`src/hdl/bb3_pkg.sv`:
```
`default_nettype none
// ----------------------------------------------------------------------------
// bb3_pkg
// Shared types and constants for the 3x3 box blur: word layouts, control
// flags handed down the pipeline, register indexes and divide constants.
// ----------------------------------------------------------------------------
package bb3_pkg;

    localparam int CNT_W     = 11;              // frame counters and config regs
    localparam int CNT_MAX   = 2**CNT_W - 1;
    localparam int ITEMS_W   = CNT_W + 1;       // holds width + 1
    localparam int CH_W      = 8;
    localparam int PIX_W     = 3 * CH_W;
    localparam int SUM_W     = 12;              // nine 8-bit values
    localparam int PROD_W    = 2 * SUM_W;
    localparam int CFG_IDX_W = 2;

    localparam int DEF_MAX_WIDTH  = 1024;
    localparam int DEF_MAX_HEIGHT = 1024;

    localparam logic [CNT_W-1:0] MIN_DIM   = 11'd2;
    localparam logic [CNT_W-1:0] DIM_RESET = 11'd1024;

    // floor(s / 9) == (s * 3641) >> 15 for every s below 32768
    localparam logic [SUM_W-1:0] DIV_RECIP = 12'd3641;
    localparam int               DIV_SHIFT = 15;

    localparam logic [CH_W-1:0] ALPHA = 8'hFF;

    localparam int FIFO_DEPTH = 8;
    localparam int FIFO_PTR_W = $clog2(FIFO_DEPTH);
    localparam int FIFO_CNT_W = FIFO_PTR_W + 1;

    typedef enum logic [CFG_IDX_W-1:0] {
        REG_WIDTH  = 2'd0,
        REG_HEIGHT = 2'd1
    } cfg_reg_t;

    typedef struct packed {
        logic [CH_W-1:0] in_red;
        logic [CH_W-1:0] in_green;
        logic [CH_W-1:0] in_blue;
        logic            drain;
    } in_item_t;

    typedef struct packed {
        logic [31:0] out_pixel;
        logic        frame_last;
    } out_item_t;

    // one window column: row above, centre row, row below
    typedef struct packed {
        logic [PIX_W-1:0] top;
        logic [PIX_W-1:0] mid;
        logic [PIX_W-1:0] bot;
    } col_t;

    // per-word flags from the position counters
    typedef struct packed {
        logic emit;
        logic last;
        logic use_top;
        logic use_bot;
        logic use_left;
        logic use_right;
    } ctl_t;

endpackage
`default_nettype wire

```
`src/hdl/bb3_cell.sv`:
```
`default_nettype none
// ----------------------------------------------------------------------------
// bb3_cell
// One column of the 3x3 window; takes its neighbor's column on every word.
// ----------------------------------------------------------------------------
module bb3_cell
    import bb3_pkg::*;
(
    input  wire logic aclk,
    input  wire logic shift_en,
    input  wire col_t col_in,
    output col_t      col_out
);

    col_t col_reg;

    always_ff @(posedge aclk) begin
        if (shift_en) begin
            col_reg <= col_in;
        end
    end

    assign col_out = col_reg;

endmodule
`default_nettype wire

```
`config.mk`:
```
export PLATFORM = sky130hd
export DESIGN_NAME = bb3_cell
export DESIGN_NICKNAME = d
export VERILOG_FILES = /design/src/hdl/bb3_pkg.sv /design/src/hdl/bb3_cell.sv
export SDC_FILE = /design/constraint.sdc
export NUM_CORES = 1
export LEC_CHECK = 0
export CORE_ASPECT_RATIO = 1.4
export CORE_MARGIN = 2
export CORE_UTILIZATION = 30
export DETAILED_ROUTE_END_ITERATION = 8
export DONT_BUFFER_PORTS = 1
export PLACE_DENSITY = 0.49
export SYNTH_ARGS = -nofsm -noshare
export SYNTH_HDL_FRONTEND = slang
export SYNTH_SLANG_ARGS = --single-unit
```
`constraint.sdc`:
```
create_clock -name aclk -period 1.3 [get_ports aclk]
set_clock_uncertainty 0.2 [all_clocks]
set_input_delay 0.13 -clock aclk [delete_from_list [all_inputs] [get_ports aclk]]
set_output_delay 0.13 -clock aclk [all_outputs]
set_load 0.01 [all_outputs]
```
Word-level counts from Yosys, hierarchy flattened
Cells that the tools add are included.
Storage, ports and cells
  register bits: 72

Logic depth before layout (Yosys ltp)
  depth in word-level cells: 0
  gate-level depth with buffers: 0

Least setup slack after synthesis
OpenSTA, ideal clock, no wires.
  path kind: reg2out
  start point: register col_reg, in the netlist col_out[0]
  end point: output col_out[0] in the netlist's numbering
  slack: 0.576 ns
  buffers on the path: 0
  arrival time: 0.394 ns
  stages on the path, launching flop included: 1
  cell sequence: edfxtp_1
RTL lines
  start: declaration: RTL line bb3_cell.sv:15  | col_t col_reg;
  start signal: assignment: RTL line bb3_cell.sv:19  | col_reg <= col_in;
  end: declaration: RTL line bb3_cell.sv:12  | output col_t col_out
No word-level cell between the ends.

Worst setup path in the final report
  start point: register col_reg, in the netlist col_out[63]
  end point: output col_out[63] in the netlist's numbering
No word-level cell between the ends.

==> impl_results.md <==
* Max_cap viols at 0
* Post-Syn Instances at 72
* Core Area at 6982 µm²
* Switching share of power at 20.65%
* Worst Hold Class: in -> reg
* Crit path max fanout at 1
* Net count, final at 229
* Antenna cell count at 0
* Violated checks: negative hold slack
* Async set-reset flop share out of synthesis at 0%
* Via density at 4.157
* Yosys reg bits at 72
* Synth area leader: edfxtp_1
* Internal power at 3.805 mW
* Min Clock Period, post-route at 1118 ps
* Finished Core Util at 45.82%
* Iter 0 DRT Violations at 38
* Combinational share of power at 3.7%
* CTS root buf: clkbuf_8
* I/O pin cnt at 146
* Chip width at 75.75 µm
* Post-CTS Resized at 0
* Proportion of layout cells with a drive suffix above 1 at 9.375%
* Worst Hold End: col_out[40]
* Starting density of the core at 30.97%
* Largest net degree at the start of global routing at 73
* Most frequent cell after synthesis: edfxtp_1
* Distinct cell type count after synthesis at 1
* Postcts setup bufs at 0
* Initial antenna violation count at 0
* Peak supply drop at 0.7186 mV
* Footprint of the multi-input gates at 0 µm²
* Area Overhead vs Synth at 47.97%
* WL/cell at 16.09 µm
* Setup TNS at 0 ps
* Maximum clock path buffer count at 2
* Synthesized net count at 146
* Global-route usage over all layers at 10.67%
* Hold_ws at -297.0 ps
* Pwr Density at 1499 nW/µm²
* Worst hold path startpoint: shift_en
* WP data arrival at 790 ps
* Startpoint types: register
* Fmax at 894.6 MHz
* Period utilization at 85.99%
* Worst-Margin Slew at 149.4 ps
* Share of the synthesized area in the top cell type at 100.0%
* LEAKAGE at 1.094 nW
* RSZ-0062 raised after global routing: no
* Crit end category: output port
* Worst Path Required at 970 ps
* Max-Slew Margin vs Limit at 90.06%
* Number of synthesized flops with an enable pin at 72
* Sequential-to-total area share from yosys stat at 100.0%
* Hold path depth at 0
* Sequential Power Share at 61.2%
* CTS sink cnt at 72
* Vias after detailed routing at 1060
* First-pass GRT wire length at 5664 µm
* Setup Viol. Count Final at 0
* Count of multi-input gates at 0
* Total Routed Length at 4102 µm
* Syn Area/Cell at 30.03 µm²
* CTS H-tree depth at 3
* Synth warn at 0
* Cts hold-fix bufs at 72
* GPL Wtd Cong at 0.6093
* DRC viols at 0
* Status: complete, but fails checks
* Synth Cell Area at 2162 µm²
* Die height at 104.4 µm
* Top post-synthesis cells by count: edfxtp_1
* CTS tree: done
* Antenna Nets Post-Route at 0
* Switching power at 0.9900 mW
* Top post-synthesis cells by area: edfxtp_1
* Row count at 36
* Primary FF master, synth: edfxtp_1
* Grt ovf at 0
* Worst-path clk slew at 80 ps
* Largest register FFs at 72
* Die area at 7912 µm²
* Final Slew Violations at 0
* Drt pass-1 iters at 2
* Vias in the first global route at 1135
* Critical path class: reg -> out
* Clk pwr share at 35.2%
* IO buf count at 0
* Num CTS Buffers at 9
* Final hold vios at 72
* Filler cells at 609
-- kinds of logic after synthesis --
family,Yosys count,synth area share (%)
DFF,72,100.0
-- cell type report --
| type | count | area [µm²] | area share, % |
|---|---|---|---|
| clock inverter | 6 | 70.07 | 2.190 |
| clock buffer | 10 | 127.6 | 3.989 |
| tap | 95 | 118.9 | 3.715 |
| sequential | 72 | 2162 | 67.58 |
| timing repair buffer | 72 | 720.7 | 22.53 |
-- metal layers --
layer	vias up	GRT usage [%]	part of all wire, %
met5	-	0	0
met4	0	7.895	2.8
met3	10	8.624	14
met2	101	16.19	50
met1	490	8.621	33
li1	459	-	-
-- placed cells by master, fill, tap and decap left out --
cell	instances
dlygate4sd3_1	72
edfxtp_1	72
clkbuf_8	9
clkinv_4	2
clkbuf_1	1
bufinv_16	1
clkinvlp_4	3
-- worst max path at each step --
stage / to / depth (start not counted) / startpoint / slack, ps
3_5_place_dp: col_out[63] / 0 / col_out[63] / 540
4_1_cts: col_out[63] / 0 / col_out[63] / 140
5_1_grt: col_out[63] / 0 / col_out[63] / 130
6_report: col_out[63] / 0 / col_out[63] / 180
2_1_floorplan: col_out[0] / 0 / col_out[0] / 580
3_3_place_gp: col_out[56] / 0 / col_out[56] / 550
-- per-stage QoR --
| step | power (mW) | area, µm² | worst slack, ps | cells |
|---|---|---|---|---|
| 3_3_place_gp | 2.990 | 2281 | 553.3 | 167 |
| 4_1_cts | 4.865 | 3199 | 138.7 | 255 |
| 3_5_place_dp | 2.984 | 2281 | 540.3 | 167 |
| 2_1_floorplan | 2.959 | 2162 | 576.2 | 72 |
| 5_1_grt | 4.998 | 3199 | 132.0 | 255 |
| 6_report | 4.795 | 3199 | 182.1 | 255 |
-- power groups by stage --
stage	clock network, mW	registers, mW	logic [mW]
floorplan	0	2.96	0
detailed placement	0	2.98	0
global route	1.85	2.96	0.188
finish	1.69	2.93	0.176
CTS	1.75	2.94	0.173
global placement	0	2.99	0
No activity file was read; power rests on OpenSTA's default activity.
