`src/hdl/bb3_pkg.sv`:
```
`default_nettype none
// ----------------------------------------------------------------------------
// bb3_pkg
// Shared types and constants for the 3x3 box blur: word layouts, control
// flags handed down the pipeline, register indexes and divide constants.
// ----------------------------------------------------------------------------
package bb3_pkg;

    localparam int CNT_W     = 11;              // frame counters and config regs
    localparam int CNT_MAX   = 2**CNT_W - 1;
    localparam int ITEMS_W   = CNT_W + 1;       // holds width + 1
    localparam int CH_W      = 8;
    localparam int PIX_W     = 3 * CH_W;
    localparam int SUM_W     = 12;              // nine 8-bit values
    localparam int PROD_W    = 2 * SUM_W;
    localparam int CFG_IDX_W = 2;

    localparam int DEF_MAX_WIDTH  = 1024;
    localparam int DEF_MAX_HEIGHT = 1024;

    localparam logic [CNT_W-1:0] MIN_DIM   = 11'd2;
    localparam logic [CNT_W-1:0] DIM_RESET = 11'd1024;

    // floor(s / 9) == (s * 3641) >> 15 for every s below 32768
    localparam logic [SUM_W-1:0] DIV_RECIP = 12'd3641;
    localparam int               DIV_SHIFT = 15;

    localparam logic [CH_W-1:0] ALPHA = 8'hFF;

    localparam int FIFO_DEPTH = 8;
    localparam int FIFO_PTR_W = $clog2(FIFO_DEPTH);
    localparam int FIFO_CNT_W = FIFO_PTR_W + 1;

    typedef enum logic [CFG_IDX_W-1:0] {
        REG_WIDTH  = 2'd0,
        REG_HEIGHT = 2'd1
    } cfg_reg_t;

    typedef struct packed {
        logic [CH_W-1:0] in_red;
        logic [CH_W-1:0] in_green;
        logic [CH_W-1:0] in_blue;
        logic            drain;
    } in_item_t;

    typedef struct packed {
        logic [31:0] out_pixel;
        logic        frame_last;
    } out_item_t;

    // one window column: row above, centre row, row below
    typedef struct packed {
        logic [PIX_W-1:0] top;
        logic [PIX_W-1:0] mid;
        logic [PIX_W-1:0] bot;
    } col_t;

    // per-word flags from the position counters
    typedef struct packed {
        logic emit;
        logic last;
        logic use_top;
        logic use_bot;
        logic use_left;
        logic use_right;
    } ctl_t;

endpackage
`default_nettype wire

```
`src/hdl/bb3_avg.sv`:
```
`default_nettype none
// ----------------------------------------------------------------------------
// bb3_avg
// Edge-masked 3x3 sum per channel, registered, then divide by nine through a
// reciprocal multiply and pack the RGBA word.
// ----------------------------------------------------------------------------
module bb3_avg
    import bb3_pkg::*;
(
    input  wire logic aclk,
    input  wire logic aresetn,
    input  wire logic in_valid,
    input  wire ctl_t ctl,
    input  wire col_t left,
    input  wire col_t centre,
    input  wire col_t right,
    output logic      out_valid,
    output out_item_t out_item
);

    logic [SUM_W-1:0]  sum_comb [3];
    logic [SUM_W-1:0]  sum_reg  [3];
    logic [PROD_W-1:0] prod     [3];
    logic [CH_W-1:0]   quo      [3];
    logic              valid_reg;
    logic              last_reg;

    function automatic logic [SUM_W-1:0] col_sum(col_t col, int ch, logic top, logic bot);
        logic [SUM_W-1:0] s;
        s = SUM_W'(col.mid[ch*CH_W +: CH_W]);
        if (top) begin
            s = s + SUM_W'(col.top[ch*CH_W +: CH_W]);
        end
        if (bot) begin
            s = s + SUM_W'(col.bot[ch*CH_W +: CH_W]);
        end
        return s;
    endfunction

    always_comb begin
        for (int ch = 0; ch < 3; ch++) begin
            sum_comb[ch] = col_sum(centre, ch, ctl.use_top, ctl.use_bot);
            if (ctl.use_left) begin
                sum_comb[ch] = sum_comb[ch] + col_sum(left, ch, ctl.use_top, ctl.use_bot);
            end
            if (ctl.use_right) begin
                sum_comb[ch] = sum_comb[ch] + col_sum(right, ch, ctl.use_top, ctl.use_bot);
            end
        end
    end

    always_ff @(posedge aclk) begin
        if (!aresetn) begin
            valid_reg <= 1'b0;
        end else begin
            valid_reg <= in_valid;
        end
    end

    always_ff @(posedge aclk) begin
        if (in_valid) begin
            sum_reg  <= sum_comb;
            last_reg <= ctl.last;
        end
    end

    always_comb begin
        for (int ch = 0; ch < 3; ch++) begin
            prod[ch] = PROD_W'(sum_reg[ch]) * PROD_W'(DIV_RECIP);
            quo[ch]  = prod[ch][DIV_SHIFT +: CH_W];
        end
    end

    // channel 2 is red, the top byte of the word
    assign out_item.out_pixel  = {quo[2], quo[1], quo[0], ALPHA};
    assign out_item.frame_last = last_reg;
    assign out_valid           = valid_reg;

endmodule
`default_nettype wire

```
`config.mk`:
```
export PLATFORM = sky130hd
export DESIGN_NAME = bb3_avg
export DESIGN_NICKNAME = d
export VERILOG_FILES = /design/src/hdl/bb3_pkg.sv /design/src/hdl/bb3_avg.sv
export SDC_FILE = /design/constraint.sdc
export NUM_CORES = 1
export LEC_CHECK = 0
export BUFFER_PORTS_ARGS = -buffer_cell sky130_fd_sc_hd__clkbuf_2
export CAP_MARGIN = 20
export CORE_MARGIN = 5
export CORE_UTILIZATION = 65
export DETAILED_ROUTE_END_ITERATION = 16
export PLACE_DENSITY = 0.95
export SLEW_MARGIN = 30
export SYNTH_ARGS = -nofsm -noshare
export SYNTH_HDL_FRONTEND = slang
export SYNTH_SLANG_ARGS = --single-unit
```
`constraint.sdc`:
```
create_clock -name aclk -period 17.86 [get_ports aclk]
set_clock_uncertainty 0.15 [all_clocks]
set_input_delay 0.893 -clock aclk [delete_from_list [all_inputs] [get_ports aclk]]
set_output_delay 0.893 -clock aclk [all_outputs]
set_load 0.005 [all_outputs]
```
-- Yosys cells after proc, flatten, opt, wreduce, memory -nomap -nowiden
Index checks and enable logic that the tools add are counted.
- $add $sub $neg: 24
- $mul: 3
- divide/modulo/power cells: 0
- order comparisons: 0
- eq/ne operators: 0
- shift operators: 0
- multiplexer cells: 36
- bitwise operators: 0
- reductions and logical operators: 0
- operators with widths (kind ; count):
    2-to-1 mux 12 bit ; 27
    adder 12 x 8 -> 12 bit ; 9
    adder 8 x 8 -> 9 bit ; 9
    2-to-1 mux 9 bit ; 9
    adder 12 bit ; 6
    multiplier 12 x 12 -> 23 bit, second input constant ; 3
- bits in registers: 38
- latch bits: 0
- bits in writable memories: 0
- memory bits (read-only): 0
- input port bits: 225
- output and inout port bits: 34
- logic and storage cells: 68
- memories kept: 0

-- Longest topological paths before layout
- depth in word-level cells: 10
- gate-level depth with buffers: 27
- mapped depth without buffers: 27

-- Least setup slack after synthesis
No wires, ideal clock.
- kind: input-to-reg
- from: in ctl[3] in the netlist's numbering
- to: reg sum_reg[34] in the netlist's numbering (data pin)
- setup time: 0.261 ns
- arrival time: 6.334 ns
- data required time: 17.449 ns
- setup slack: 11.115 ns
- stages: 24
- path buffers: 4
- cell sequence: buf_1 buf_2 buf_1 clkbuf_1 mux2_2 ha_1 fa_1 a21o_1 a21oi_1 o21bai_1 a21oi_1 xnor2_1 mux2_2 ha_1 o41a_1 maj3_1 a21oi_1 xor2_1 mux2i_1 ha_1 and2_1 o21ai_0 o21ai_0 xnor2_1
- RTL lines (what ; RTL line ; source):
    start: declaration ; bb3_avg.sv:13 ; input wire ctl_t ctl,
    end signal: assignment ; bb3_avg.sv:62 ; sum_reg <= sum_comb;
    end: declaration ; bb3_avg.sv:22 ; logic [SUM_W-1:0] sum_reg [3];

==> results.json <==
{
  "syn_area_mm2": 0.01673,
  "ys_top_cells_by_area": "ha_1, fa_1, mux2_2",
  "port_buffers": 249,
  "slew_headroom": 0.3951,
  "synth.largest_area_cell": "ha_1",
  "grt_pass1_vias": 15170,
  "core_mm2": 0.02525,
  "largest_reg_flops": 36,
  "grt_max_degree": 79,
  "clock-sinks": 38,
  "outcome": "finished clean",
  "ant_nets": 0,
  "grt_pass1_wl_um": 70040,
  "finalHoldViolCount": 0,
  "syn_avg_cell_area_um2": 8.991,
  "antenna_found_initial": 1,
  "drt-initial-drc-count": 808,
  "cpPeakStageDelay_ns": 0.57,
  "synth_ff_type": "edfxtp_1",
  "fmax_mhz": 146.6,
  "max-clock-path-buffers": 2,
  "critPathLaunchType": "flop",
  "max_cap_violations": 0,
  "crit_path_end_kind": "output pin",
  "overflow": 0,
  "grt_setup_unrepaired": "false",
  "setup-tns-final_ns": 0,
  "die_area_mm2": 0.02905,
  "crit_fanout": 4,
  "worstPathRequired_ns": 16.82,
  "vias": 14158,
  "clk_pin_slew_ns": 0.06,
  "yosysWarnings": 0,
  "worstPathCellList": "fa_1, ha_1, ha_1, inv_1, fa_1, inv_1, fa_1, ha_1, nor4_1, nand2_1, a2111oi_0, a221oi_1, a31oi_1, o2111ai_1, a21o_1, a21oi_1, xnor2_1, clkbuf_2",
  "die_width_um": 170.4,
  "wl_per_cell_um": 17.79,
  "cp_top_family": "adder cells",
  "fin_crit_ns": 6.820,
  "ctsHoldBuffers": 0,
  "drive_above_1_share": 0.1931,
  "synth_top_area_share": 0.3021,
  "cp.arrival_ns": 5.78,
  "critPathSlowestCell": "fa_1",
  "min_delay_path_depth": 1,
  "gp_congestion": 0.9207,
  "ys_async_sr_fraction": 0,
  "cts_resized": 0,
  "syn_inst": 1861,
  "synth_common_cells": "ha_1, inv_1, a21oi_1",
  "cp_num_cells": 18,
  "routed_wl_um": 42530,
  "num_antenna_cells": 0,
  "tightest_slew_ns": 0.9074,
  "synth_edf_count": 37,
  "fin_crit_sh": 0.3818,
  "crit_type": "flop to output pin",
  "synth_seq_area_share": 0.06760,
  "drc": 0,
  "die_h_um": 170.4,
  "firstDrtPassIters": 5,
  "grt_use_total": 0.2921,
  "finalSetupViolations": 0,
  "holdCritPathClass": "input port to flop",
  "synth_most_common_cell": "ha_1",
  "ioPinCount": 259,
  "syn_to_final_growth_pct": 9.153,
  "ctsHtreeMaxLevel": 2,
  "ys_ff_latch": 38,
  "numCtsBuffers": 5,
  "avgViaCountPerCell": 5.921,
  "root_buffer": "clkbuf_16",
  "hpwl_um": 36400,
  "start_util": 0.6626,
  "final_net_count": 2803,
  "path_buf_inv": 3,
  "post-cts-setup-buffer-count": 0,
  "cts_tree": "yes",
  "rows": 58,
  "slew_viol_final": 0,
  "synth.distinct_cells": 63
}
## per-layer routing
| layer | track usage | wire, um |
|---|---|---|
| met4 | 0.1257 | 2074 |
| met1 | 0.3470 | 16770 |
| met5 | 0 | 13 |
| met3 | 0.04251 | 2642 |
| met2 | 0.5242 | 21040 |
## logic make-up after synthesis
| family | synth area share |
|---|---|
| flops | 0.06760 |
| xor+xnor | 0.09841 |
| compound gates | 0.1579 |
| buf+inv | 0.07194 |
| fa+ha+maj | 0.4398 |
| other cells | 0.0002241 |
| mux | 0.09317 |
| simple gates | 0.07104 |
## cells in the final DEF, fill, tap and decap left out, types with 38 or more instances in the layout
master and count:
ha_1 404, clkbuf_2 245, inv_1 218, a21oi_1 156, xnor2_1 135, mux2_2 130
fa_1 114, nor2_1 89, o21ai_0 88, nand2_1 76, a21o_1 59, xor2_1 53
o21bai_1 38
## metrics by stage
step                      hold slack, ns  cells  setup slack, ns    util  area, um^2
final                             0.6257   2391            11.04  0.7232       18260
after global routing              0.6307   2391            10.71  0.7232       18260
after CTS                         0.6333   2391            11.09  0.7231       18260
after detailed placement          0.9338   2383            10.87  0.7154       18070
after global placement            0.9268   2383            11.03  0.7154       18070
after floorplan                   0.8419   1868            11.12       -       16760
## worst paths after layout
| kind | from | endpoint | slack [ns] |
|---|---|---|---|
| hold / removal | ctl[4] | last_reg$_DFFE_PP_ | 0.63 |
| setup / recovery | sum_reg[0]$_DFFE_PP_ | out_item[32] | 11.04 |
## cell type report
cell class | instances | area [um^2]
clock buffer | 5 | 125.1
clock inverter | 3 | 68.82
fill | 1730 | 6990
inverter | 220 | 825.8
multi-input combinational | 1543 | 14420
sequential | 38 | 1131
tap | 330 | 412.9
timing repair buffer | 252 | 1276
Power is left out: the tool's default activity adds up to more than one toggle a clock period on the data nets, which glitch-free logic cannot reach.
