--- src/hdl/bb3_pkg.sv ---
`default_nettype none
// ----------------------------------------------------------------------------
// bb3_pkg
// Shared types and constants for the 3x3 box blur: word layouts, control
// flags handed down the pipeline, register indexes and divide constants.
// ----------------------------------------------------------------------------
package bb3_pkg;

    localparam int CNT_W     = 11;              // frame counters and config regs
    localparam int CNT_MAX   = 2**CNT_W - 1;
    localparam int ITEMS_W   = CNT_W + 1;       // holds width + 1
    localparam int CH_W      = 8;
    localparam int PIX_W     = 3 * CH_W;
    localparam int SUM_W     = 12;              // nine 8-bit values
    localparam int PROD_W    = 2 * SUM_W;
    localparam int CFG_IDX_W = 2;

    localparam int DEF_MAX_WIDTH  = 1024;
    localparam int DEF_MAX_HEIGHT = 1024;

    localparam logic [CNT_W-1:0] MIN_DIM   = 11'd2;
    localparam logic [CNT_W-1:0] DIM_RESET = 11'd1024;

    // floor(s / 9) == (s * 3641) >> 15 for every s below 32768
    localparam logic [SUM_W-1:0] DIV_RECIP = 12'd3641;
    localparam int               DIV_SHIFT = 15;

    localparam logic [CH_W-1:0] ALPHA = 8'hFF;

    localparam int FIFO_DEPTH = 8;
    localparam int FIFO_PTR_W = $clog2(FIFO_DEPTH);
    localparam int FIFO_CNT_W = FIFO_PTR_W + 1;

    typedef enum logic [CFG_IDX_W-1:0] {
        REG_WIDTH  = 2'd0,
        REG_HEIGHT = 2'd1
    } cfg_reg_t;

    typedef struct packed {
        logic [CH_W-1:0] in_red;
        logic [CH_W-1:0] in_green;
        logic [CH_W-1:0] in_blue;
        logic            drain;
    } in_item_t;

    typedef struct packed {
        logic [31:0] out_pixel;
        logic        frame_last;
    } out_item_t;

    // one window column: row above, centre row, row below
    typedef struct packed {
        logic [PIX_W-1:0] top;
        logic [PIX_W-1:0] mid;
        logic [PIX_W-1:0] bot;
    } col_t;

    // per-word flags from the position counters
    typedef struct packed {
        logic emit;
        logic last;
        logic use_top;
        logic use_bot;
        logic use_left;
        logic use_right;
    } ctl_t;

endpackage
`default_nettype wire

--- src/hdl/bb3_ctrl.sv ---
`default_nettype none
// ----------------------------------------------------------------------------
// bb3_ctrl
// Config registers and frame position counters. Gives each accepted word its
// line store address, a blank flag and its output's emit, last and edge masks.
// ----------------------------------------------------------------------------
module bb3_ctrl
    import bb3_pkg::*;
#(
    parameter int MAX_WIDTH  = DEF_MAX_WIDTH,
    parameter int MAX_HEIGHT = DEF_MAX_HEIGHT
) (
    input  wire logic                         aclk,
    input  wire logic                         aresetn,
    input  wire logic                         cfg_valid,
    input  wire logic [CFG_IDX_W-1:0]         cfg_index,
    input  wire logic [CNT_W-1:0]             cfg_data,
    input  wire logic                         step,
    input  wire logic                         drain,
    output logic      [$clog2(MAX_WIDTH)-1:0] addr,
    output logic                              blank,
    output ctl_t                              ctl
);

    localparam int AW    = $clog2(MAX_WIDTH);
    localparam int W_LIM = (MAX_WIDTH > CNT_MAX) ? CNT_MAX : MAX_WIDTH;
    localparam int H_LIM = (MAX_HEIGHT > CNT_MAX) ? CNT_MAX : MAX_HEIGHT;
    localparam logic [CNT_W-1:0] W_CAP = CNT_W'(W_LIM);
    localparam logic [CNT_W-1:0] H_CAP = CNT_W'(H_LIM);
    localparam logic [CNT_W-1:0] W_RST = (DIM_RESET > W_CAP) ? W_CAP : DIM_RESET;
    localparam logic [CNT_W-1:0] H_RST = (DIM_RESET > H_CAP) ? H_CAP : DIM_RESET;

    logic [CNT_W-1:0]   width_reg,   width_next;
    logic [CNT_W-1:0]   height_reg,  height_next;
    logic [CNT_W-1:0]   in_col_reg,  in_col_next;
    logic [CNT_W-1:0]   in_row_reg,  in_row_next;
    logic [CNT_W-1:0]   out_col_reg, out_col_next;
    logic [CNT_W-1:0]   out_row_reg, out_row_next;
    logic [ITEMS_W-1:0] items_reg,   items_next;

    logic [CNT_W-1:0]   w_clamp, h_clamp;
    logic [CNT_W-1:0]   ic, row_eff;
    logic [ITEMS_W-1:0] w_ext, h_ext, w_plus1, oc1, or1;
    logic               col_wrap, emit, last;

    // registers hold the clamped value, which is all the counters ever see
    always_comb begin
        if (cfg_data < MIN_DIM) begin
            w_clamp = MIN_DIM;
            h_clamp = MIN_DIM;
        end else begin
            w_clamp = (cfg_data > W_CAP) ? W_CAP : cfg_data;
            h_clamp = (cfg_data > H_CAP) ? H_CAP : cfg_data;
        end
    end

    always_comb begin
        w_ext    = {1'b0, width_reg};
        h_ext    = {1'b0, height_reg};
        w_plus1  = w_ext + 1'b1;
        oc1      = {1'b0, out_col_reg} + 1'b1;
        or1      = {1'b0, out_row_reg} + 1'b1;
        col_wrap = in_col_reg >= width_reg;
        ic       = col_wrap ? '0 : in_col_reg;
        row_eff  = col_wrap ? in_row_reg + 1'b1 : in_row_reg;
        emit     = items_reg >= w_plus1;
        last     = emit && (or1 >= h_ext) && (oc1 >= w_ext);

        blank         = drain || (row_eff >= height_reg);
        addr          = AW'(ic);
        ctl.emit      = emit;
        ctl.last      = last;
        ctl.use_top   = out_row_reg != '0;
        ctl.use_bot   = or1 < h_ext;
        ctl.use_left  = out_col_reg != '0;
        // at column zero the output is the previous row's last pixel
        ctl.use_right = (oc1 < w_ext) && (ic != '0);
    end

    always_comb begin
        width_next   = width_reg;
        height_next  = height_reg;
        in_col_next  = in_col_reg;
        in_row_next  = in_row_reg;
        out_col_next = out_col_reg;
        out_row_next = out_row_reg;
        items_next   = items_reg;

        if (cfg_valid) begin
            case (cfg_reg_t'(cfg_index))
                REG_WIDTH:  width_next  = w_clamp;
                REG_HEIGHT: height_next = h_clamp;
                default:    ;
            endcase
        end

        if (step) begin
            in_col_next = ic + 1'b1;
            in_row_next = row_eff;
            if (!emit) begin
                items_next = items_reg + 1'b1;
            end
            if (last) begin
                in_col_next  = '0;
                in_row_next  = '0;
                out_col_next = '0;
                out_row_next = '0;
                items_next   = '0;
            end else if (emit) begin
                if (oc1 >= w_ext) begin
                    out_col_next = '0;
                    out_row_next = or1[CNT_W-1:0];
                end else begin
                    out_col_next = oc1[CNT_W-1:0];
                end
            end
        end
    end

    always_ff @(posedge aclk) begin
        if (!aresetn) begin
            width_reg   <= W_RST;
            height_reg  <= H_RST;
            in_col_reg  <= '0;
            in_row_reg  <= '0;
            out_col_reg <= '0;
            out_row_reg <= '0;
            items_reg   <= '0;
        end else begin
            width_reg   <= width_next;
            height_reg  <= height_next;
            in_col_reg  <= in_col_next;
            in_row_reg  <= in_row_next;
            out_col_reg <= out_col_next;
            out_row_reg <= out_row_next;
            items_reg   <= items_next;
        end
    end

endmodule
`default_nettype wire

--- config.mk ---
export PLATFORM = sky130hd
export DESIGN_NAME = bb3_ctrl
export DESIGN_NICKNAME = d
export VERILOG_FILES = /design/src/hdl/bb3_pkg.sv /design/src/hdl/bb3_ctrl.sv
export SDC_FILE = /design/constraint.sdc
export NUM_CORES = 1
export LEC_CHECK = 0
export BUFFER_PORTS_ARGS = -buffer_cell sky130_fd_sc_hd__buf_2
export CAP_MARGIN = 20
export CORE_ASPECT_RATIO = 0.9
export CORE_MARGIN = 1.5
export CORE_UTILIZATION = 60
export CTS_CLUSTER_DIAMETER = 100
export CTS_CLUSTER_SIZE = 30
export DETAILED_ROUTE_END_ITERATION = 7
export PLACE_DENSITY = 0.79
export SYNTH_ARGS = -nofsm -noshare
export SYNTH_HDL_FRONTEND = slang
export SYNTH_SLANG_ARGS = --single-unit
--- constraint.sdc ---
create_clock -name aclk -period 4.95 [get_ports aclk]
set_clock_uncertainty 0.2 [all_clocks]
set_input_delay 0.2475 -clock aclk [delete_from_list [all_inputs] [get_ports aclk]]
set_output_delay 0.2475 -clock aclk [all_outputs]
set_load 0.01 [all_outputs]
* After elaboration in Yosys (flattened, before gate mapping)
Index checks and enable logic that the tools add are counted.
** Word-level totals
- Register bits :: 78
- Bits of input ports :: 18
** Operators by class
- Add/sub/neg operators :: 6
- $lt $le $gt $ge :: 9
- Equality and inequality tests :: 2
- Muxes and demuxes :: 14
- Reductions and logical operators :: 15
** Operators with widths (count)
- 11-bit two-way mux :: 12
- 11-bit by 1-bit adder with 12-bit output, second input constant :: 3
- 11-bit nonzero test :: 3
- 12-bit by 11-bit >= comparator with 1-bit output :: 2
- 12-bit by 11-bit less-than comparator with 1-bit output :: 2
- 12-bit two-way mux :: 2
- 11-bit by 1-bit adder with 11-bit output, second input constant :: 2
- 11-bit >= comparator :: 2
- 12-bit by 1-bit adder with 12-bit output, second input constant :: 1
- 12-bit >= comparator :: 1
- 11-bit > comparator, second input constant :: 1
- 11-bit by 2-bit less-than comparator with 1-bit output, second input constant :: 1
- 2-bit AND reduction :: 4
- 2-bit nonzero test :: 2
- 1-bit logical AND :: 3
- 3-bit AND reduction :: 1
- 2-bit by 1-bit == test with 1-bit output, second input constant :: 1
- 2-bit logical NOT :: 1
- 2-bit by 1-bit != test with 1-bit output, second input constant :: 1
- 1-bit logical OR :: 1

* Logic depth before layout (Yosys ltp)
Gate-level depths: netlist of run 1.
- Word-level depth :: 6
- Mapped depth :: 17
- Gate-level depth less buffers :: 15

* Worst setup path before layout of run 1
OpenSTA, ideal clock, no wires.
- Path kind :: reg-to-output
- Start point :: register width_reg[9]
- End point :: output port blank
- Data arrival time :: 3443 ps
- Data required time :: 4503 ps
- Path slack :: 1060 ps
- Cell stages (with the launch flop) :: 18
- Cell sequence :: dfxtp_1 > inv_1 > ha_1 > a2111oi_0 > o21ai_0 > a211oi_1 > nor2_1 > clkbuf_1 > clkbuf_1 > xnor2_1 > ha_1 > nand2b_1 > a21o_1 > a21o_1 > a211oi_1 > o21bai_1 > a21oi_1 > o21ai_0
** Between the ends
- Longest elaborated chain between the ends :: 4
** Ends and longest elaborated chain
- start: declaration :: line bb3_ctrl.sv:33 : logic [CNT_W-1:0] width_reg, width_next;
- start signal: assignment :: line bb3_ctrl.sv:130 : width_reg <= width_next;
- 11-bit >= comparator :: line bb3_ctrl.sv:63 : col_wrap = in_col_reg >= width_reg;
- 11-bit two-way mux :: line bb3_ctrl.sv:65 : row_eff = col_wrap ? in_row_reg + 1'b1 : in_row_reg;
- 11-bit >= comparator :: line bb3_ctrl.sv:69 : blank = drain || (row_eff >= height_reg);
- 1-bit logical OR :: line bb3_ctrl.sv:69
- end: declaration :: line bb3_ctrl.sv:21 : output logic blank,
No other way between the ends.

* Final worst setup path of run 1
Ends and elaborated chain as after synthesis.

==> impl_metrics.ini, run 1 <==
[worst_setup_path]
path_class = register to output port
cp.required_ns = 4.50
end_kind = output port
timing.rr.end = out_row_reg[6]
crit_start = width_reg[9]
r2r_cells = 14
reg2reg_slack_ns = 0.57
path_max_fanout = 13
setup.worst_path.start_class = register
cp.arrival_ns = 4.08
r2r_start = width_reg[2]
endpoint = blank

[yosys]
synth_mux_area_share_pct = 0.715
yosysWarningCount = 0
ys_seq_elements = 78
synth_xor_area_share_pct = 9.07
synth_flop_cell = dfxtp_1
syn_area_sq_mm = 0.00560
yosysSeqAreaShare_pct = 27.9
synthCells = 713
synth-async-reset-ratio_pct = 0
synth_adder_area_share_pct = 14.5
synth_top_family_by_area = simple AND/OR/NAND/NOR gates
synth-simple-area-share_pct = 26.8
synth_compound_area_share_pct = 15.5
synth_fp_nets = 796
synth_edf_count = 0
postSynthAreaPerCell_sq_um = 7.86
yosysUniqueCellTypes = 56

[global_route]
gr-usage-met3_pct = 4.14
grt_pass1_vias = 4994
grt.overflow.total = 0
antenna_found_initial = 0
busiest_layer = met2
grt_pass1_wl_um = 23100
grt_max_degree = 42
met2_usage_pct = 48.6
met1_usage_pct = 35.2
grtUsageTotal_pct = 28.6

[clock_tree]
clock_path_buffers = 2
post-cts-setup-buffer-count = 0
h-tree-depth = 3
cts_tree = done
cts_sinks = 78
cts-root-buf = clkbuf_8
cts_buffers = 9
clock_latency_ns = 0.37
path_clk_slew_ns = 0.09

[routing]
ant_nets = 0
vias = 5234
drc_errors = 0
routedWlPerCell_um = 16.0
drt-vias-per-instance = 6.09
drt_first_pass_iters = 5
wl_um = 13700
drt_iter0_drc = 289

[floorplanning]
die_w_um = 105
io_pins = 35
dieArea_sq_mm = 0.00993
initial_utilization_pct = 61.7
placementRows = 33
die_h_um = 94.7
coreArea_sq_mm = 0.00908

[sta]
tightest_slew_ns = 0.831
worst_slack_ns = 0.420
min_period_ns = 4.53
rsz0062_at_grt = false
fin_tns_setup_ns = 0
post-route-period-util_pct = 91.5
maxSlewViolCount = 0
hold_viol_final = 0
setup_violations = 0
fmax_mhz = 221
max_slew_margin_pct = 44.4

[min_path]
holdCritPathClass = input port to register

[placement]
post-place-ws_ns = 0.526
numPortBuffers = 34
gp_congestion = 0.885
dp.final_hpwl_um = 10100

[cells_and_area]
layout-drive-gt1-share_pct = 9.23
multi_input_area_sq_mm = 0.00375
regArea_sq_mm = 0.00156
synthToLayoutAreaGrowth_pct = 8.13
fillCellCount = 783
largest_reg_flops = 12
nNetsFinal = 815
antenna_cells_inserted = 0

[pwr]
power_density_mw_per_mm2 = 210
power.leakage_nw = 2.46
vdd_drop_max_v = 0.000164

[run]
drv_cap = 0

[status]
outcome = finished, final reports clean
-- worst max-delay path, stage by stage, from the launching register on --
cell       delay (ns)
dfxtp_1          0.41
inv_1            0.12
ha_1             0.33
a2111oi_0        0.40
o21ai_0          0.19
a211oi_2         0.29
nor2_1           0.27
xnor2_1          0.20
ha_1             0.30
nand2b_1         0.14
a21o_1           0.18
a21o_1           0.17
a211oi_1         0.22
o21bai_1         0.10
a21oi_1          0.15
o21ai_0          0.08
buf_2            0.15
-- cell usage after synthesis, types with 3 or more instances --
master    instances  area [sq um]
and3_1           10          62.6
nand3b_1          4          30.0
a211oi_1          5          37.5
mux2i_1           4          40.0
nor2b_1          22           138
xor2_1           27           236
or3b_1            5          43.8
o211ai_1          6          45.0
nor2_1           44           165
dfxtp_1          78          1560
o21a_1            3          22.5
o21ai_0          28           140
clkbuf_1         25          93.8
inv_1            42           158
ha_1             65           813
nor4_1           12          75.1
nand2b_1          6          37.5
a21oi_1          56           280
buf_2             4          20.0
nor3_1           21           105
nand2_1          78           293
a31oi_1          10          62.6
nand4_1          23           144
or3_1             5          31.3
a21o_1            9          67.6
a311oi_1          4          35.0
xnor2_1          31           272
nand3_1          46           230
-- timing repair --
item,4_1_cts,5_1_grt
resized for setup,0,3
hold endpoints to repair,4,0
setup endpoints to repair,0,10
hold buffers,2,0
-- cell type report --
class | count | share of cell area [%]
Clock buffer | 9 | 2.05
Clock inverter | 7 | 1.30
Timing Repair Buffer | 41 | 3.72
Tap cell | 122 | 2.52
Inverter | 43 | 2.66
Sequential cell | 78 | 25.8
Multi-Input combinational cell | 559 | 62.0
-- kinds of logic after synthesis --
logic type,count (synthesis)
AO/OA/AOI/OAI,141
flip-flops,78
XOR/XNOR,58
AND/OR/NAND/NOR,291
adder cells (fa/ha/maj),65
multiplexers,4
buffers and inverters,76
-- report_power, final --
group          internal [mW]  leakage (nW)  switching (mW)  total, mW
registers              0.635         0.630         0.00924      0.644
clock network          0.239         0.105           0.260      0.500
logic                 0.0461          1.73          0.0846      0.131
-- worst min path at each step --
stage / from / to / slack (ns) / depth (start not counted)
detailed placement: height_reg[7] / height_reg[7] / 0.25 / 2
global route: cfg_data[10] / height_reg[10] / 0.05 / 3
global placement: height_reg[4] / height_reg[4] / 0.25 / 2
CTS: cfg_data[10] / height_reg[10] / 0.04 / 3
finish: cfg_index[1] / width_reg[6] / 0.04 / 4
floorplan: cfg_data[5] / height_reg[5] / 0.19 / 2
-- layout by cell type, fill, tap and decap left out, drive strengths merged, types with 12 or more instances in the layout --
cell and count:
nor2 44, dfxtp 78, nand3 48, ha 65
o21ai 30, inv 46, nor4 12, buf 39
a21oi 56, xor2 27, nor3 22, nand2 78
nand4 23, xnor2 31, nor2b 22
-- layer usage --
layer / vias up / wire (um)
met3: 54 / 624
met5: - / 0
li1: 2575 / -
met1: 2424 / 6050
met2: 181 / 6470
met4: 0 / 577
-- per-stage QoR --
stage | instance area [sq um] | total power [mW] | cells | utilization, % | hold slack [ns]
5_1_grt | 6060 | 1.32 | 859 | 66.7 | 0.0521
6_report | 6060 | 1.27 | 859 | 66.7 | 0.0356
2_1_floorplan | 5600 | 0.745 | 713 | - | 0.195
4_1_cts | 6030 | 1.28 | 858 | 66.4 | 0.0431
3_3_place_gp | 5810 | 0.779 | 840 | 64.0 | 0.246
3_5_place_dp | 5810 | 0.784 | 840 | 64.0 | 0.249
Note: power is estimated with default switching activity, not from simulation.
==> run 2: changes to the inputs <==
BUFFER_PORTS_ARGS = -buffer_cell sky130_fd_sc_hd__buf_4   (was -buffer_cell sky130_fd_sc_hd__buf_2)
==> run 2 against run 1 <==
- the run now ends with hold timing left
- die area stayed put
- sequential power about the same
- global-route usage is 0.31 points higher
- setup slack worse by 0.052 ns
- first-iteration DRC count shrank 22%
- critical path type unchanged
==> impl_metrics.ini, run 2 (synthesized netlist as in run 1, its figures left out) <==
[status]
outcome = complete, but fails checks
violations = hold timing

[worst_setup_path]
path_class = register to output port
cp_slowest_cell = dfxtp_1
end_kind = output port
cp.arrival_ns = 4.13
cpPeakStageDelay_ns = 0.42
crit_chain = inv_1 -> ha_1 -> a2111oi_0 -> o21ai_0 -> a211oi_2 -> nor2_2 -> xnor2_1 -> ha_1 -> nand2b_1 -> a21o_1 -> a21o_1 -> a211oi_1 -> o21bai_1 -> a21oi_1 -> o21ai_0 -> buf_4
setup.worst_path.start_class = register
cp.required_ns = 4.50
path_max_fanout = 13

[run]
drv_cap = 0

[routing]
ant_nets = 0
drt_iter0_drc = 224
drt-vias-per-instance = 6.03
drt_first_pass_iters = 5
drc_errors = 0
vias = 5189
routedWlPerCell_um = 16.1
wl_um = 13800

[global_route]
grt_max_degree = 42
grt_pass1_vias = 5066
grtUsageTotal_pct = 28.9
grt_pass1_wl_um = 23300
antenna_found_initial = 0
grt.overflow.total = 0

[cells_and_area]
final_cell_mix = nand2_1, dfxtp_1, ha_1
largest_reg_flops = 12
layout-drive-gt1-share_pct = 9.21
antenna_cells_inserted = 0
nNetsFinal = 816
design_area_sq_mm = 0.00612
synthToLayoutAreaGrowth_pct = 9.34

[placement]
gp_congestion = 0.887
dp.final_hpwl_um = 10100
dpl_cell_area_sq_mm = 0.00590
numPortBuffers = 34

[sta]
setup_violations = 0
fmax_mhz = 218
rsz0062_at_grt = false
fin_tns_setup_ns = 0
maxSlewViolCount = 0
hold_ws_ns = -0.0204
tightest_slew_ns = 0.809
hold_viol_final = 1
max_slew_margin_pct = 45.9
min_period_ns = 4.58
post-route-period-util_pct = 92.6

[clock_tree]
cts_buffers = 9
cts_sinks = 78
clock_latency_ns = 0.37
cts_tree = done
path_clk_slew_ns = 0.09
cts-root-buf = clkbuf_8
clock_path_buffers = 2
h-tree-depth = 3

[floorplanning]
die_w_um = 105
io_pins = 35
coreArea_sq_mm = 0.00908
placementRows = 33
die_h_um = 94.7
initial_utilization_pct = 61.7
dieArea_sq_mm = 0.00993

[pwr]
power.leakage_nw = 2.47
p_switching_mw = 0.370
vdd_drop_max_v = 0.000218
pwr-share-seq_pct = 51.5
power_density_mw_per_mm2 = 204
p_int_mw = 0.881
p_clk_share_pct = 37.3
pwr-share-comb_pct = 11.2
switching_share_pct = 29.5

[min_path]
holdCritPathClass = input port to register
## run 2: stage by stage
stage | power [mW] | util (%) | worst slack, ns | hold WS (ns) | cells
3_3_place_gp | 0.786 | 64.9 | 0.704 | 0.245 | 840
4_1_cts | 1.25 | 67.3 | 0.155 | 0.0109 | 859
5_1_grt | 1.30 | 67.4 | 0.0333 | 0.0113 | 860
2_1_floorplan | 0.745 | - | 1.06 | 0.195 | 713
3_5_place_dp | 0.791 | 64.9 | 0.570 | 0.247 | 840
6_report | 1.25 | 67.4 | 0.368 | -0.0204 | 860
## run 2: area by class of cell
class | count | area (sq um)
multi-input combinational | 559 | 3740
fill | 789 | 2960
sequential | 78 | 1560
timing repair buffer | 42 | 320
inverter | 43 | 161
tap | 122 | 153
clock buffer | 9 | 124
clock inverter | 7 | 62.6
## run 2: worst paths after layout
check | startpoint | end | slack (ns) | cells after the start
max reg2reg | width_reg[2] | in_row_reg[1] | 0.44 | 15
max | width_reg[9] | blank | 0.37 | 16
min | cfg_index[1] | width_reg[0] | -0.02 | 4
min reg2reg | height_reg[6] | height_reg[6] | 0.26 | 2
## run 2: timing repair
action | 4_1_cts | 5_1_grt
hold endpoints to repair | 6 | 0
hold buffers | 3 | 0
setup endpoints to repair | 0 | 1
gates resized for setup | 0 | 2
setup buffers | 0 | 0
## run 2: power groups by stage
| stage | clock network [mW] | logic, mW | registers [mW] |
|---|---|---|---|
| global placement | 0 | 0.128 | 0.658 |
| floorplan | 0 | 0.0900 | 0.655 |
| CTS | 0.473 | 0.136 | 0.644 |
| finish | 0.467 | 0.140 | 0.644 |
| global route | 0.495 | 0.155 | 0.645 |
| detailed placement | 0 | 0.133 | 0.658 |
## run 2: routing by layer
layer	GRT usage [%]	wire length (um)	vias to the layer above	share of wire [%]
li1	-	-	2578	-
met1	35.7	6220	2427	45
met2	50.2	6640	149	48
met3	4.35	579	35	4.2
met4	13.1	402	0	2.9
met5	0	0	-	0
## run 2: worst max-delay path: cells and delay by family, from the launching register on
family / cells / cell delay [ns]
flip-flops: 1 / 0.42
buffers and inverters: 2 / 0.29
AO/OA/AOI/OAI: 9 / 1.93
AND/OR/NAND/NOR: 2 / 0.34
adder cells (fa/ha/maj): 2 / 0.57
XOR/XNOR: 1 / 0.21
